[src/leg_ik_servo_targets_unit_defines.svh]
// Assertion macros for the leg IK servo target unit.
// Needs clk_i and rst_ni in the scope where the macros are used.
`ifndef LEG_IK_SERVO_TARGETS_UNIT_DEFINES_SVH
`define LEG_IK_SERVO_TARGETS_UNIT_DEFINES_SVH

// holds at every clock edge outside reset
`define LIK_ASSERT(lbl, prop, msg) \
  lbl: assert property (@(posedge clk_i) disable iff (!rst_ni) (prop)) else $error(msg);

// pre in one cycle implies post in the next
`define LIK_ASSERT_NEXT(lbl, pre, post, msg) \
  lbl: assert property (@(posedge clk_i) disable iff (!rst_ni) (pre) |=> (post)) else $error(msg);

`endif

[src/lik_pkg.sv]
// Shared constants, types and functions of the leg IK servo target unit.
// No dependencies.
`default_nettype none
package lik_pkg;

  localparam int unsigned JOINTS            = 12;
  localparam int unsigned CORDIC_ITERATIONS = 16;
  localparam int unsigned ANGLE_BITS        = 16;
  localparam int unsigned COUNT_BITS        = 12;
  localparam int unsigned COORD_BITS        = 15;
  localparam int unsigned OPND_BITS         = 18;
  localparam int unsigned SQ_RAD_BITS       = 32;
  localparam int unsigned SQ_ROOT_BITS      = 16;
  localparam int unsigned CFG_IDX_BITS      = 2;
  localparam int unsigned CFG_DATA_BITS     = 12;

  localparam logic [CFG_IDX_BITS-1:0] CFG_LEG_LENGTH  = 2'd0;
  localparam logic [CFG_IDX_BITS-1:0] CFG_LIFT_OFFSET = 2'd1;
  localparam logic [CFG_IDX_BITS-1:0] CFG_YAW_POS     = 2'd2;
  localparam logic [CFG_IDX_BITS-1:0] CFG_PITCH_POS   = 2'd3;

  localparam logic [9:0]            LEG_LENGTH_RST  = 10'd180;
  localparam logic [7:0]            LIFT_OFFSET_RST = 8'd20;
  localparam logic [COUNT_BITS-1:0] HEAD_RST        = 12'd512;
  localparam logic [COUNT_BITS-1:0] LEG_REST_COUNT  = 12'd2048;

  localparam logic [31:0] ATAN_TABLE [24] = '{
    32'h20000000, 32'h12E4051E, 32'h09FB385B, 32'h051111D4, 32'h028B0D43,
    32'h0145D7E1, 32'h00A2F61E, 32'h00517C55, 32'h0028BE53, 32'h00145F2F,
    32'h000A2F98, 32'h000517CC, 32'h00028BE6, 32'h000145F3, 32'h0000A2FA,
    32'h0000517D, 32'h000028BE, 32'h0000145F, 32'h00000A30, 32'h00000518,
    32'h0000028C, 32'h00000146, 32'h000000A3, 32'h00000051
  };

  // atan(2^-idx) in binary angles of the given width, rounded
  function automatic logic [31:0] step_angle(input int unsigned idx,
                                             input int unsigned bits);
    logic [32:0] sum;
    int unsigned sh;
    sh  = 32 - bits;
    sum = {1'b0, ATAN_TABLE[idx]} + (33'd1 << (sh - 1));
    return 32'(sum >> sh);
  endfunction

endpackage
`default_nettype wire

[src/lik_if.sv]
// Valid/ready channel interfaces for foot targets and servo results.
// Uses lik_pkg for field widths.
`default_nettype none
interface lik_in_if;
  logic                                        valid;
  logic                                        ready;
  logic signed [lik_pkg::COORD_BITS-1:0]       x_pos;
  logic signed [lik_pkg::COORD_BITS-1:0]       y_pos;
  logic signed [lik_pkg::COORD_BITS-1:0]       z_pos;
  modport source (output valid, x_pos, y_pos, z_pos, input ready);
  modport sink (input valid, x_pos, y_pos, z_pos, output ready);
endinterface

interface lik_out_if;
  logic                              valid;
  logic                              ready;
  logic [3:0]                        joint_index;
  logic [lik_pkg::COUNT_BITS-1:0]    position;
  logic                              range_error;
  logic                              last;
  modport source (output valid, joint_index, position, range_error, last, input ready);
  modport sink (input valid, joint_index, position, range_error, last, output ready);
endinterface
`default_nettype wire

[src/lik_isqrt.sv]
// Iterative floor square root, one result bit per cycle.
// Uses lik_pkg for radicand and root widths.
`default_nettype none
module lik_isqrt (
  input  wire logic                             clk_i,
  input  wire logic                             rst_ni,
  input  wire logic                             start_i,
  input  wire logic [lik_pkg::SQ_RAD_BITS-1:0]  radicand_i,
  output logic                                  done_o,
  output logic [lik_pkg::SQ_ROOT_BITS-1:0]      root_o
);
  localparam int unsigned RW = lik_pkg::SQ_ROOT_BITS;
  localparam int unsigned NW = lik_pkg::SQ_RAD_BITS;
  localparam int unsigned IW = $clog2(RW);

  logic          busy_q, done_q;
  logic [IW-1:0] it_q;
  logic [NW-1:0] rad_q;
  logic [RW:0]   rem_q;
  logic [RW+2:0] rem_n, trial;
  logic [RW-1:0] root_q;

  assign rem_n = {rem_q, rad_q[NW-1 -: 2]};
  assign trial = {1'b0, root_q, 2'b01};

  always_ff @(posedge clk_i or negedge rst_ni) begin
    if (!rst_ni) begin
      busy_q <= 1'b0;
      done_q <= 1'b0;
      it_q   <= '0;
    end else begin
      done_q <= 1'b0;
      if (start_i) begin
        busy_q <= 1'b1;
        it_q   <= '0;
      end else if (busy_q) begin
        if (it_q == IW'(RW - 1)) begin
          busy_q <= 1'b0;
          done_q <= 1'b1;
        end else begin
          it_q <= it_q + 1'b1;
        end
      end
    end
  end

  always_ff @(posedge clk_i) begin
    if (start_i) begin
      rad_q  <= radicand_i;
      rem_q  <= '0;
      root_q <= '0;
    end else if (busy_q) begin
      rad_q <= rad_q << 2;
      if (rem_n >= trial) begin
        rem_q  <= (RW+1)'(rem_n - trial);
        root_q <= {root_q[RW-2:0], 1'b1};
      end else begin
        rem_q  <= rem_n[RW:0];
        root_q <= {root_q[RW-2:0], 1'b0};
      end
    end
  end

  assign done_o = done_q;
  assign root_o = root_q;
endmodule
`default_nettype wire

[src/lik_cordic.sv]
// Iterative vectoring CORDIC atan2 in binary angles, one micro-rotation per cycle.
// Uses lik_pkg for the arctangent table and operand width.
`default_nettype none
module lik_cordic #(
  parameter int unsigned ITERATIONS = lik_pkg::CORDIC_ITERATIONS,
  parameter int unsigned ANGLE_BITS = lik_pkg::ANGLE_BITS
) (
  input  wire logic                                clk_i,
  input  wire logic                                rst_ni,
  input  wire logic                                start_i,
  input  wire logic signed [lik_pkg::OPND_BITS-1:0] y_i,
  input  wire logic signed [lik_pkg::OPND_BITS-1:0] x_i,
  output logic                                     done_o,
  output logic [ANGLE_BITS-1:0]                    angle_o
);
  localparam int unsigned OW = lik_pkg::OPND_BITS;
  localparam int unsigned CW = OW + 12;
  localparam int unsigned IW = (ITERATIONS > 1) ? $clog2(ITERATIONS) : 1;
  localparam logic [ANGLE_BITS-1:0] HALF = ANGLE_BITS'(1) << (ANGLE_BITS - 1);

  logic                  busy_q, done_q;
  logic [IW-1:0]         it_q;
  logic signed [CW-1:0]  xv_q, yv_q, xs, ys, x_ext, y_ext;
  logic [ANGLE_BITS-1:0] ang_q, step;

  assign x_ext = {{(CW-OW){x_i[OW-1]}}, x_i} <<< 8;
  assign y_ext = {{(CW-OW){y_i[OW-1]}}, y_i} <<< 8;
  assign xs    = xv_q >>> it_q;
  assign ys    = yv_q >>> it_q;
  assign step  = ANGLE_BITS'(lik_pkg::step_angle(int'(it_q), ANGLE_BITS));

  always_ff @(posedge clk_i or negedge rst_ni) begin
    if (!rst_ni) begin
      busy_q <= 1'b0;
      done_q <= 1'b0;
      it_q   <= '0;
    end else begin
      done_q <= 1'b0;
      if (start_i) begin
        it_q <= '0;
        if (x_i == '0 && y_i == '0) begin
          done_q <= 1'b1;
        end else begin
          busy_q <= 1'b1;
        end
      end else if (busy_q) begin
        if (it_q == IW'(ITERATIONS - 1)) begin
          busy_q <= 1'b0;
          done_q <= 1'b1;
        end else begin
          it_q <= it_q + 1'b1;
        end
      end
    end
  end

  always_ff @(posedge clk_i) begin
    if (start_i) begin
      if (x_i == '0 && y_i == '0) begin
        ang_q <= '0;
      end else if (x_i[OW-1]) begin
        xv_q  <= -x_ext;
        yv_q  <= -y_ext;
        ang_q <= HALF;
      end else begin
        xv_q  <= x_ext;
        yv_q  <= y_ext;
        ang_q <= '0;
      end
    end else if (busy_q) begin
      if (!yv_q[CW-1]) begin
        xv_q  <= xv_q + ys;
        yv_q  <= yv_q - xs;
        ang_q <= ang_q + step;
      end else begin
        xv_q  <= xv_q - ys;
        yv_q  <= yv_q + xs;
        ang_q <= ang_q - step;
      end
    end
  end

  assign done_o  = done_q;
  assign angle_o = ang_q;
endmodule
`default_nettype wire

[src/leg_ik_servo_targets_unit.sv]
// Leg IK servo target unit: sequencer, shared multiplier and result store.
// Depends on lik_pkg, lik_if, lik_isqrt, lik_cordic and the assertion macro header.
//
// Usage:
// - in_i takes one foot target (x_pos, y_pos, z_pos, 1/16 mm) per transaction;
//   ready is high only while the unit is idle.
// - out_o then gives twelve transactions, joints 0..11, last set on joint 11,
//   or a single transaction with range_error and last set if out of reach.
// - Sequence: the reach test, then (unless out of reach) per pose up to two square
//   roots and up to four atan2 evaluations (three for the offset pose) on the one
//   shared CORDIC unit; then one result per cycle while out_o is ready.
// - A stalled receiver holds the current result; no new target is taken
//   until the last result has been taken.
// - Reset: registers take 180 mm, 20 mm, 512, 512; stored joint positions
//   take 2048 for the legs and 512 for the head. No clearing pass.
// - cfg_we_i writes register cfg_index_i with cfg_data_i; write only when idle.
`default_nettype none
module leg_ik_servo_targets_unit #(
  parameter int unsigned CORDIC_ITERATIONS = lik_pkg::CORDIC_ITERATIONS,
  parameter int unsigned ANGLE_BITS        = lik_pkg::ANGLE_BITS
) (
  input  wire logic                               clk_i,
  input  wire logic                               rst_ni,
  input  wire logic                               cfg_we_i,
  input  wire logic [lik_pkg::CFG_IDX_BITS-1:0]   cfg_index_i,
  input  wire logic [lik_pkg::CFG_DATA_BITS-1:0]  cfg_data_i,
  lik_in_if.sink                                  in_i,
  lik_out_if.source                               out_o
);
  localparam int unsigned AB    = ANGLE_BITS;
  localparam int unsigned CB    = lik_pkg::COUNT_BITS;
  localparam int unsigned OW    = lik_pkg::OPND_BITS;
  localparam int unsigned CNT_W = $clog2(lik_pkg::JOINTS);
  localparam logic [AB-1:0] HALF    = AB'(1) << (AB - 1);
  localparam logic [AB-1:0] QUARTER = AB'(1) << (AB - 2);

  typedef enum logic [4:0] {
    ST_IDLE, ST_SQX, ST_SQY, ST_SQZ, ST_SQL, ST_CHECK,
    ST_H2, ST_X2, ST_SQRTD, ST_D2, ST_SQRTR, ST_ATHP2,
    ST_AT1, ST_AT2, ST_AT3, ST_WRITE, ST_OUT
  } state_e;

  state_e state_q;
  logic   pass_q, err_q, launched_q;
  logic [CNT_W-1:0] cnt_q;
  logic [CB-1:0]    stored_q [lik_pkg::JOINTS];

  logic [9:0]    leg_q;
  logic [7:0]    lift_q;
  logic [CB-1:0] yaw_q, pitch_q;

  logic signed [lik_pkg::COORD_BITS-1:0] x_q, y_q, z_q;
  logic [33:0] acc_q;
  logic [29:0] l2sq_q;
  logic [15:0] d_q, r_q;
  logic [AB-1:0] hp2_q, a1_q, thp_q, tap_q, tro_q, ihp_q, iap_q, iro_q;

  logic [14:0]        l2;
  logic [11:0]        off;
  logic signed [16:0] zz_t, zz_cur;
  logic signed [OW-1:0] h_cur, ah, x_cur, y_cur, mul_a;
  logic signed [2*OW-1:0] prod;
  logic [33:0] prod_u;
  logic in_acc, out_acc, out_last;

  logic sq_start, sq_done, cord_start, cord_done;
  logic [lik_pkg::SQ_RAD_BITS-1:0] sq_rad;
  logic [15:0] sq_root;
  logic signed [OW-1:0] cord_y, cord_x;
  logic [AB-1:0] cord_ang;

  logic [AB-1:0] l_hp, l_ap, r_hp, r_ap, roll, c0, c1, c2, c6, c7;
  logic          y_neg, y_zero;

  assign l2     = {leg_q, 5'b0};
  assign off    = {lift_q, 4'b0};
  assign zz_t   = $signed({{2{z_q[14]}}, z_q}) + $signed({5'b0, off});
  assign zz_cur = pass_q ? $signed({5'b0, off}) : zz_t;
  assign h_cur  = $signed({3'b0, l2}) - $signed({zz_cur[16], zz_cur});
  assign ah     = h_cur[OW-1] ? -h_cur : h_cur;
  assign x_cur  = pass_q ? '0 : {{(OW-15){x_q[14]}}, x_q};
  assign y_cur  = pass_q ? '0 : {{(OW-15){y_q[14]}}, y_q};

  always_comb begin
    unique case (state_q)
      ST_SQX:  mul_a = {{(OW-15){x_q[14]}}, x_q};
      ST_SQY:  mul_a = {{(OW-15){y_q[14]}}, y_q};
      ST_SQZ:  mul_a = {{(OW-15){z_q[14]}}, z_q};
      ST_SQL:  mul_a = $signed({3'b0, l2});
      ST_H2:   mul_a = h_cur;
      ST_X2:   mul_a = x_cur;
      ST_D2:   mul_a = $signed({2'b0, d_q});
      default: mul_a = '0;
    endcase
  end
  assign prod   = mul_a * mul_a;
  assign prod_u = prod[33:0];

  always_comb begin
    unique case (state_q)
      ST_ATHP2: begin
        cord_y = $signed({2'b0, r_q});
        cord_x = $signed({2'b0, d_q});
      end
      ST_AT1: begin
        cord_y = x_cur;
        cord_x = h_cur;
      end
      ST_AT2: begin
        cord_y = ah;
        cord_x = x_cur;
      end
      ST_AT3: begin
        cord_y = y_cur;
        cord_x = h_cur;
      end
      default: begin
        cord_y = '0;
        cord_x = '0;
      end
    endcase
  end

  assign cord_start = !launched_q && (state_q == ST_ATHP2 || state_q == ST_AT1 ||
                                      state_q == ST_AT2 || state_q == ST_AT3);
  assign sq_start   = !launched_q && (state_q == ST_SQRTD || state_q == ST_SQRTR);
  assign sq_rad     = (state_q == ST_SQRTR) ? (32'(l2sq_q) - acc_q[31:0]) : acc_q[31:0];

  lik_isqrt u_isqrt (
    .clk_i      (clk_i),
    .rst_ni     (rst_ni),
    .start_i    (sq_start),
    .radicand_i (sq_rad),
    .done_o     (sq_done),
    .root_o     (sq_root)
  );

  lik_cordic #(
    .ITERATIONS (CORDIC_ITERATIONS),
    .ANGLE_BITS (ANGLE_BITS)
  ) u_cordic (
    .clk_i   (clk_i),
    .rst_ni  (rst_ni),
    .start_i (cord_start),
    .y_i     (cord_y),
    .x_i     (cord_x),
    .done_o  (cord_done),
    .angle_o (cord_ang)
  );

  // pose selection: swing side takes the target solve, support side the offset pose
  assign y_neg  = y_q[14];
  assign y_zero = (y_q == '0);
  always_comb begin
    l_hp = (y_neg) ? thp_q : ihp_q;
    l_ap = (y_neg) ? tap_q : iap_q;
    r_hp = (!y_neg && !y_zero) ? thp_q : ihp_q;
    r_ap = (!y_neg && !y_zero) ? tap_q : iap_q;
    roll = y_zero ? iro_q : tro_q;
    c0   = HALF + roll;
    c1   = l_ap - HALF;
    c2   = AB'(0) - (l_hp + HALF);
    c6   = AB'(0) - (r_ap - HALF);
    c7   = r_hp + HALF;
  end

  assign in_acc   = in_i.valid && in_i.ready;
  assign out_acc  = out_o.valid && out_o.ready;
  assign out_last = err_q || (cnt_q == CNT_W'(lik_pkg::JOINTS - 1));

  assign in_i.ready        = (state_q == ST_IDLE);
  assign out_o.valid       = (state_q == ST_OUT);
  assign out_o.joint_index = err_q ? 4'd0 : 4'(cnt_q);
  assign out_o.position    = err_q ? '0 : stored_q[cnt_q];
  assign out_o.range_error = err_q;
  assign out_o.last        = out_last;

  always_ff @(posedge clk_i or negedge rst_ni) begin
    if (!rst_ni) begin
      leg_q   <= lik_pkg::LEG_LENGTH_RST;
      lift_q  <= lik_pkg::LIFT_OFFSET_RST;
      yaw_q   <= lik_pkg::HEAD_RST;
      pitch_q <= lik_pkg::HEAD_RST;
    end else if (cfg_we_i) begin
      unique case (cfg_index_i)
        lik_pkg::CFG_LEG_LENGTH:  leg_q   <= cfg_data_i[9:0];
        lik_pkg::CFG_LIFT_OFFSET: lift_q  <= cfg_data_i[7:0];
        lik_pkg::CFG_YAW_POS:     yaw_q   <= cfg_data_i;
        lik_pkg::CFG_PITCH_POS:   pitch_q <= cfg_data_i;
      endcase
    end
  end

  always_ff @(posedge clk_i or negedge rst_ni) begin
    if (!rst_ni) begin
      state_q    <= ST_IDLE;
      pass_q     <= 1'b0;
      err_q      <= 1'b0;
      launched_q <= 1'b0;
      cnt_q      <= '0;
      for (int k = 0; k < lik_pkg::JOINTS; k++) begin
        stored_q[k] <= (k < 10) ? lik_pkg::LEG_REST_COUNT : lik_pkg::HEAD_RST;
      end
    end else begin
      launched_q <= (launched_q || cord_start || sq_start) && !(cord_done || sq_done);
      unique case (state_q)
        ST_IDLE:  if (in_acc) state_q <= ST_SQX;
        ST_SQX:   state_q <= ST_SQY;
        ST_SQY:   state_q <= ST_SQZ;
        ST_SQZ:   state_q <= ST_SQL;
        ST_SQL:   state_q <= ST_CHECK;
        ST_CHECK: begin
          cnt_q  <= '0;
          pass_q <= 1'b0;
          if (acc_q > {4'b0, l2sq_q}) begin
            err_q   <= 1'b1;
            state_q <= ST_OUT;
          end else begin
            err_q   <= 1'b0;
            state_q <= ST_H2;
          end
        end
        ST_H2:    state_q <= ST_X2;
        ST_X2:    state_q <= ST_SQRTD;
        ST_SQRTD: if (sq_done) state_q <= ST_D2;
        ST_D2:    state_q <= (d_q < {1'b0, l2}) ? ST_SQRTR : ST_AT1;
        ST_SQRTR: if (sq_done) state_q <= ST_ATHP2;
        ST_ATHP2: if (cord_done) state_q <= ST_AT1;
        ST_AT1:   if (cord_done) state_q <= ST_AT2;
        ST_AT2:   if (cord_done) state_q <= pass_q ? ST_WRITE : ST_AT3;
        ST_AT3: begin
          if (cord_done) begin
            pass_q  <= 1'b1;
            state_q <= ST_H2;
          end
        end
        ST_WRITE: begin
          if (!y_zero || zz_t != '0) begin
            stored_q[0] <= c0[AB-1 -: CB];
            stored_q[1] <= c1[AB-1 -: CB];
            stored_q[2] <= c2[AB-1 -: CB];
            stored_q[3] <= c0[AB-1 -: CB];
            if (!y_neg) stored_q[4] <= lik_pkg::LEG_REST_COUNT;
            stored_q[5] <= c0[AB-1 -: CB];
            stored_q[6] <= c6[AB-1 -: CB];
            stored_q[7] <= c7[AB-1 -: CB];
            stored_q[8] <= c0[AB-1 -: CB];
            stored_q[9] <= lik_pkg::LEG_REST_COUNT;
          end
          stored_q[10] <= yaw_q;
          stored_q[11] <= pitch_q;
          cnt_q        <= '0;
          state_q      <= ST_OUT;
        end
        ST_OUT: begin
          if (out_acc) begin
            if (out_last) begin
              state_q <= ST_IDLE;
            end else begin
              cnt_q <= cnt_q + 1'b1;
            end
          end
        end
        default: state_q <= ST_IDLE;
      endcase
    end
  end

  always_ff @(posedge clk_i) begin
    unique case (state_q)
      ST_IDLE: begin
        if (in_acc) begin
          x_q <= in_i.x_pos;
          y_q <= in_i.y_pos;
          z_q <= in_i.z_pos;
        end
      end
      ST_SQX, ST_H2: acc_q <= prod_u;
      ST_SQY, ST_SQZ, ST_X2: acc_q <= acc_q + prod_u;
      ST_SQL: l2sq_q <= prod_u[29:0];
      ST_SQRTD: if (sq_done) d_q <= sq_root;
      ST_D2: begin
        acc_q <= prod_u;
        if (d_q >= {1'b0, l2}) hp2_q <= '0;
      end
      ST_SQRTR: if (sq_done) r_q <= sq_root;
      ST_ATHP2: if (cord_done) hp2_q <= cord_ang;
      ST_AT1:   if (cord_done) a1_q <= cord_ang;
      ST_AT2: begin
        if (cord_done) begin
          if (pass_q) begin
            ihp_q <= a1_q + hp2_q;
            iap_q <= cord_ang + hp2_q - QUARTER;
            iro_q <= a1_q;
          end else begin
            thp_q <= a1_q + hp2_q;
            tap_q <= cord_ang + hp2_q - QUARTER;
          end
        end
      end
      ST_AT3: if (cord_done) tro_q <= cord_ang;
      default: ;
    endcase
  end

`include "leg_ik_servo_targets_unit_defines.svh"

`LIK_ASSERT(a_no_overlap, !(in_i.ready && out_o.valid), "input taken while results pending")
`LIK_ASSERT(a_err_single,
            !(out_o.valid && out_o.range_error) || (out_o.last && out_o.position == '0),
            "error result malformed")
`LIK_ASSERT_NEXT(a_busy_after_in, in_i.valid && in_i.ready, !in_i.ready,
                 "unit ready right after a transaction")
`LIK_ASSERT_NEXT(a_idle_after_last, out_o.valid && out_o.ready && out_o.last, in_i.ready,
                 "unit not idle after last result")

endmodule
`default_nettype wire

[src/flat_wrapper.sv]
// flat-port wrapper written by rule: the top's interface ports become plain ports
module leg_ik_servo_targets_unit_flat 
#(
  parameter int unsigned CORDIC_ITERATIONS = lik_pkg::CORDIC_ITERATIONS,
  parameter int unsigned ANGLE_BITS        = lik_pkg::ANGLE_BITS
)
  (clk_i, rst_ni, cfg_we_i, cfg_index_i, cfg_data_i, in_i_valid, in_i_x_pos, in_i_y_pos, in_i_z_pos, in_i_ready, out_o_valid, out_o_joint_index, out_o_position, out_o_range_error, out_o_last, out_o_ready);
  lik_in_if in_i_i ();
  lik_out_if out_o_i ();
  input  wire logic clk_i;
  input  wire logic rst_ni;
  input  wire logic cfg_we_i;
  input  wire logic [lik_pkg::CFG_IDX_BITS-1:0] cfg_index_i;
  input  wire logic [lik_pkg::CFG_DATA_BITS-1:0] cfg_data_i;
  input wire logic [$bits(in_i_i.valid)-1:0] in_i_valid;
  input wire logic [$bits(in_i_i.x_pos)-1:0] in_i_x_pos;
  input wire logic [$bits(in_i_i.y_pos)-1:0] in_i_y_pos;
  input wire logic [$bits(in_i_i.z_pos)-1:0] in_i_z_pos;
  output wire logic [$bits(in_i_i.ready)-1:0] in_i_ready;
  output wire logic [$bits(out_o_i.valid)-1:0] out_o_valid;
  output wire logic [$bits(out_o_i.joint_index)-1:0] out_o_joint_index;
  output wire logic [$bits(out_o_i.position)-1:0] out_o_position;
  output wire logic [$bits(out_o_i.range_error)-1:0] out_o_range_error;
  output wire logic [$bits(out_o_i.last)-1:0] out_o_last;
  input wire logic [$bits(out_o_i.ready)-1:0] out_o_ready;
  assign in_i_i.valid = in_i_valid;
  assign in_i_i.x_pos = in_i_x_pos;
  assign in_i_i.y_pos = in_i_y_pos;
  assign in_i_i.z_pos = in_i_z_pos;
  assign in_i_ready = in_i_i.ready;
  assign out_o_valid = out_o_i.valid;
  assign out_o_joint_index = out_o_i.joint_index;
  assign out_o_position = out_o_i.position;
  assign out_o_range_error = out_o_i.range_error;
  assign out_o_last = out_o_i.last;
  assign out_o_i.ready = out_o_ready;
  leg_ik_servo_targets_unit #(.CORDIC_ITERATIONS(CORDIC_ITERATIONS), .ANGLE_BITS(ANGLE_BITS)) u_core (.clk_i(clk_i), .rst_ni(rst_ni), .cfg_we_i(cfg_we_i), .cfg_index_i(cfg_index_i), .cfg_data_i(cfg_data_i), .in_i(in_i_i), .out_o(out_o_i));
endmodule
[config.mk]
export PLATFORM = sky130hd
export DESIGN_NAME = leg_ik_servo_targets_unit_flat
export DESIGN_NICKNAME = d
export VERILOG_FILES = /design/src/lik_pkg.sv /design/src/lik_if.sv /design/src/lik_isqrt.sv /design/src/lik_cordic.sv /design/src/leg_ik_servo_targets_unit.sv /design/src/flat_wrapper.sv
export VERILOG_INCLUDE_DIRS = /design/src /design/src/src
export SDC_FILE = /design/constraint.sdc
export NUM_CORES = 2
export LEC_CHECK = 0
export ABC_AREA = 1
export BUFFER_PORTS_ARGS = -buffer_cell sky130_fd_sc_hd__buf_2
export CORE_UTILIZATION = 65
export DETAILED_ROUTE_END_ITERATION = 16
export GPL_TIMING_DRIVEN = 0
export PLACE_DENSITY = 0.89
export SLEW_MARGIN = 5
export SYNTH_ARGS = -nofsm -noshare
export SYNTH_HDL_FRONTEND = slang
export SYNTH_HIERARCHICAL = 1
export SYNTH_SLANG_ARGS = --single-unit
export TNS_END_PERCENT = 20
[constraint.sdc]
create_clock -name clk_i -period 11.5 [get_ports clk_i]
set_input_delay 1.725 -clock clk_i [delete_from_list [all_inputs] [get_ports clk_i]]
set_output_delay 1.725 -clock clk_i [all_outputs]
set_load 0.05 [all_outputs]
==> results.sh <==
export IMPL_fp_dieW_um=289
export IMPL_layout_commonest_cell="nand2_1"
export IMPL_grt_overflow=0
export IMPL_clock_latency_ps=690
export IMPL_crit_fanout=10
export IMPL_synth_edf_count=368
export IMPL_critPathArrivalTime_ps=11650
export IMPL_multiInputGateArea_mm2=0.0330
export IMPL_mostFrequentLayoutCells="1848 x nand2_1, 1060 x inv_1, 519 x nor2_1, 517 x nand3_1, 406 x o21ai_0"
export IMPL_drtIter0Drc=6807
export IMPL_grt_pass1_wl_um=291000
export IMPL_final_setup_viol_count=0
export IMPL_maxCapViolCount=0
export IMPL_skew_ps=62.4
export IMPL_finish_net_count=8013
export IMPL_syn_nets=7850
export IMPL_routed_wl_um=195000
export IMPL_synth_warnings=6
export IMPL_r2r_slack_ps=270
export IMPL_dieArea_mm2=0.0836
export IMPL_cts_root_buf="clkbuf_16"
export IMPL_synth_cell_type_count=83
export IMPL_drive_gt1_frac=0.0834
export IMPL_r2r_cells=54
export IMPL_finalHoldViolCount=0
export IMPL_syn_area_mm2=0.0536
export IMPL_clk_pin_slew_ps=80
export IMPL_place_area_mm2=0.0556
export IMPL_synth_area_per_cell_um2=7.52
export IMPL_cp_end_kind="register"
export IMPL_wl_per_cell_um=23.2
export IMPL_cts_sinks=551
export IMPL_drv_slew=0
export IMPL_cp_start_kind="register"
export IMPL_dr_pass1_iters=10
export IMPL_htree_levels=2
export IMPL_postSynthCellCount=7126
export IMPL_status="completed"
export IMPL_synth_seq_cells=551
export IMPL_area_delta_synth_final_pct=7.97
export IMPL_cts_buffers=60
export IMPL_crit_top_cell="nand2_1"
export IMPL_grt_util_all_layers=0.459
export IMPL_crit_type="register to register"
export IMPL_worstReg2RegStart="u_core/z_q[4]"
export IMPL_ios=84
export IMPL_cts_buffer_depth=3
export IMPL_register_area_mm2=0.0155
export IMPL_cp_slowest_cell="fa_1"
export IMPL_ant_nets=0
export IMPL_avgViaCountPerCell=6.32
export IMPL_fillCellCount=6136
export IMPL_start_util=0.661
export IMPL_critPathRequiredTime_ps=11920
export IMPL_first_global_vias=51700
export IMPL_max_freq_mhz=89.0
export IMPL_maxSlewHeadroom=0.0696
export IMPL_async_flop_share=0.272
export IMPL_die_h_um=289
export IMPL_io_buffer_count=83
export IMPL_drcViolationCount=0
export IMPL_row_count=104
export IMPL_holdCritPathClass="register to register"
export IMPL_fin_area_mm2=0.0579
export IMPL_r2r_end="u_core/acc_q[33]"
export IMPL_slowest_delay_ps=620
export IMPL_fin_crit_sh=0.977
export IMPL_antenna_found_initial=18
export IMPL_cp_endpoint="u_core/acc_q[33]"
export IMPL_crit_start="u_core/z_q[4]"
export IMPL_seq_area_frac_synth=0.289
export IMPL_period_needed_ps=11230
export IMPL_core_area_mm2=0.0811
export IMPL_synthFlopType="edfxtp_1"
export IMPL_cts_tree="built"
export IMPL_worst_pin_slew_ps=1390
export IMPL_num_vias=53100
export IMPL_place_congestion=1.05
export IMPL_grt_start_max_net_pins=94
export IMPL_place_hpwl_um=152000
==> registers in the layout, summed over array words and instances (netlist names), 17 cells and up <==
register,count
u_core/l2sq_q,29
u_core/u_cordic/yv_q,30
u_core/u_isqrt/rem_q,17
u_core/acc_q,34
u_core/u_cordic/xv_q,30
u_core/u_isqrt/rad_q,32
u_core/stored_q,84
==> cell usage after synthesis (all sizes together), types with 25 or more instances <==
cell	number	area [µm²]
o21ai	508	2760
xor2	103	910
clkbuf	91	342
edfxtp	368	11100
o22ai	52	332
dfrtp	135	3380
dfxtp	33	661
mux2i	27	270
o21bai	32	240
or2	39	244
nand3	532	2730
o211ai	25	188
a31oi	35	219
nand4	69	459
nand2	1895	7250
fa	291	5830
nor2	567	2250
a21o	31	233
xnor2	62	551
nor3	69	387
ha	369	4620
a21oi	376	1890
inv	1107	4170
buf	113	781
==> timing repair <==
action / CTS / global route
setup buffers: 0 / 5
resized for setup: 0 / 52
setup endpoints to repair: 0 / 11
hold endpoints to repair: 0 / 0
hold buffers: 0 / 0
==> kinds of logic after synthesis <==
group | synth area share
DFF | 0.289
xor gates and xnor gates | 0.0272
adders and majority gates | 0.195
and+or+nand+nor | 0.257
AOI/OAI and AO/OA | 0.128
buffers and inverters | 0.0987
muxes | 0.00504
==> metrics by stage <==
step                TNS [ps]  cells   util  hold slack, ps  worst slack (ps)
global route            -246   8402  0.714             468              -122
global placement           0   8269  0.683             438               312
detailed placement         0   8282  0.686             449               271
floorplan                  0   7126      -             426              2070
CTS                        0   8396  0.711             458               190
finish                     0   8403  0.714             460               270
==> layer usage <==
metal  global-route usage  up-vias  wire, µm
li1                     -    23700         -
met2                0.723     3768     86600
met1                0.547    24500     68900
met3                0.119     1164     22500
met5                    0        -       238
met4                0.330       34     16900
==> critical path: cells and delay by family, from the launching register on <==
family	cells	cell delay, ps
XOR/XNOR	1	250
AND/OR/NAND/NOR	29	3530
AO/OA/AOI/OAI	5	900
buffers and inverters	8	760
flip-flops	1	440
adder cells (fa/ha/maj)	11	5080
==> area by class of cell <==
class                           instances  area share
Timing Repair Buffer                  101      0.0124
Tap cell                             1060      0.0229
Clock inverter                         34     0.00590
Buffer                                204      0.0197
Multi-Input combinational cell       5263       0.571
Sequential cell                       551       0.268
Antenna cell                            2   0.0000865
Inverter                             1108      0.0720
Clock buffer                           80      0.0286
==> worst min-delay path by stage <==
stage / startpoint / endpoint / slack [ps] / depth (start not counted)
floorplan: u_core/u_isqrt/root_o[0] / u_core/d_q[0] / 430 / 0
global placement: u_core/u_isqrt/root_o[9] / u_core/r_q[9] / 440 / 0
detailed placement: u_core/a1_q[4] / u_core/iro_q[4] / 450 / 0
CTS: u_core/yaw_q[4] / u_core/stored_q[16] / 460 / 2
global route: u_core/yaw_q[4] / u_core/stored_q[16] / 470 / 2
finish: u_core/u_isqrt/rem_q[15] / u_core/u_isqrt/rem_q[15] / 460 / 2
Power is not shown: default switching activity piles up to over one toggle a cycle in this logic, so the estimate is an artifact.
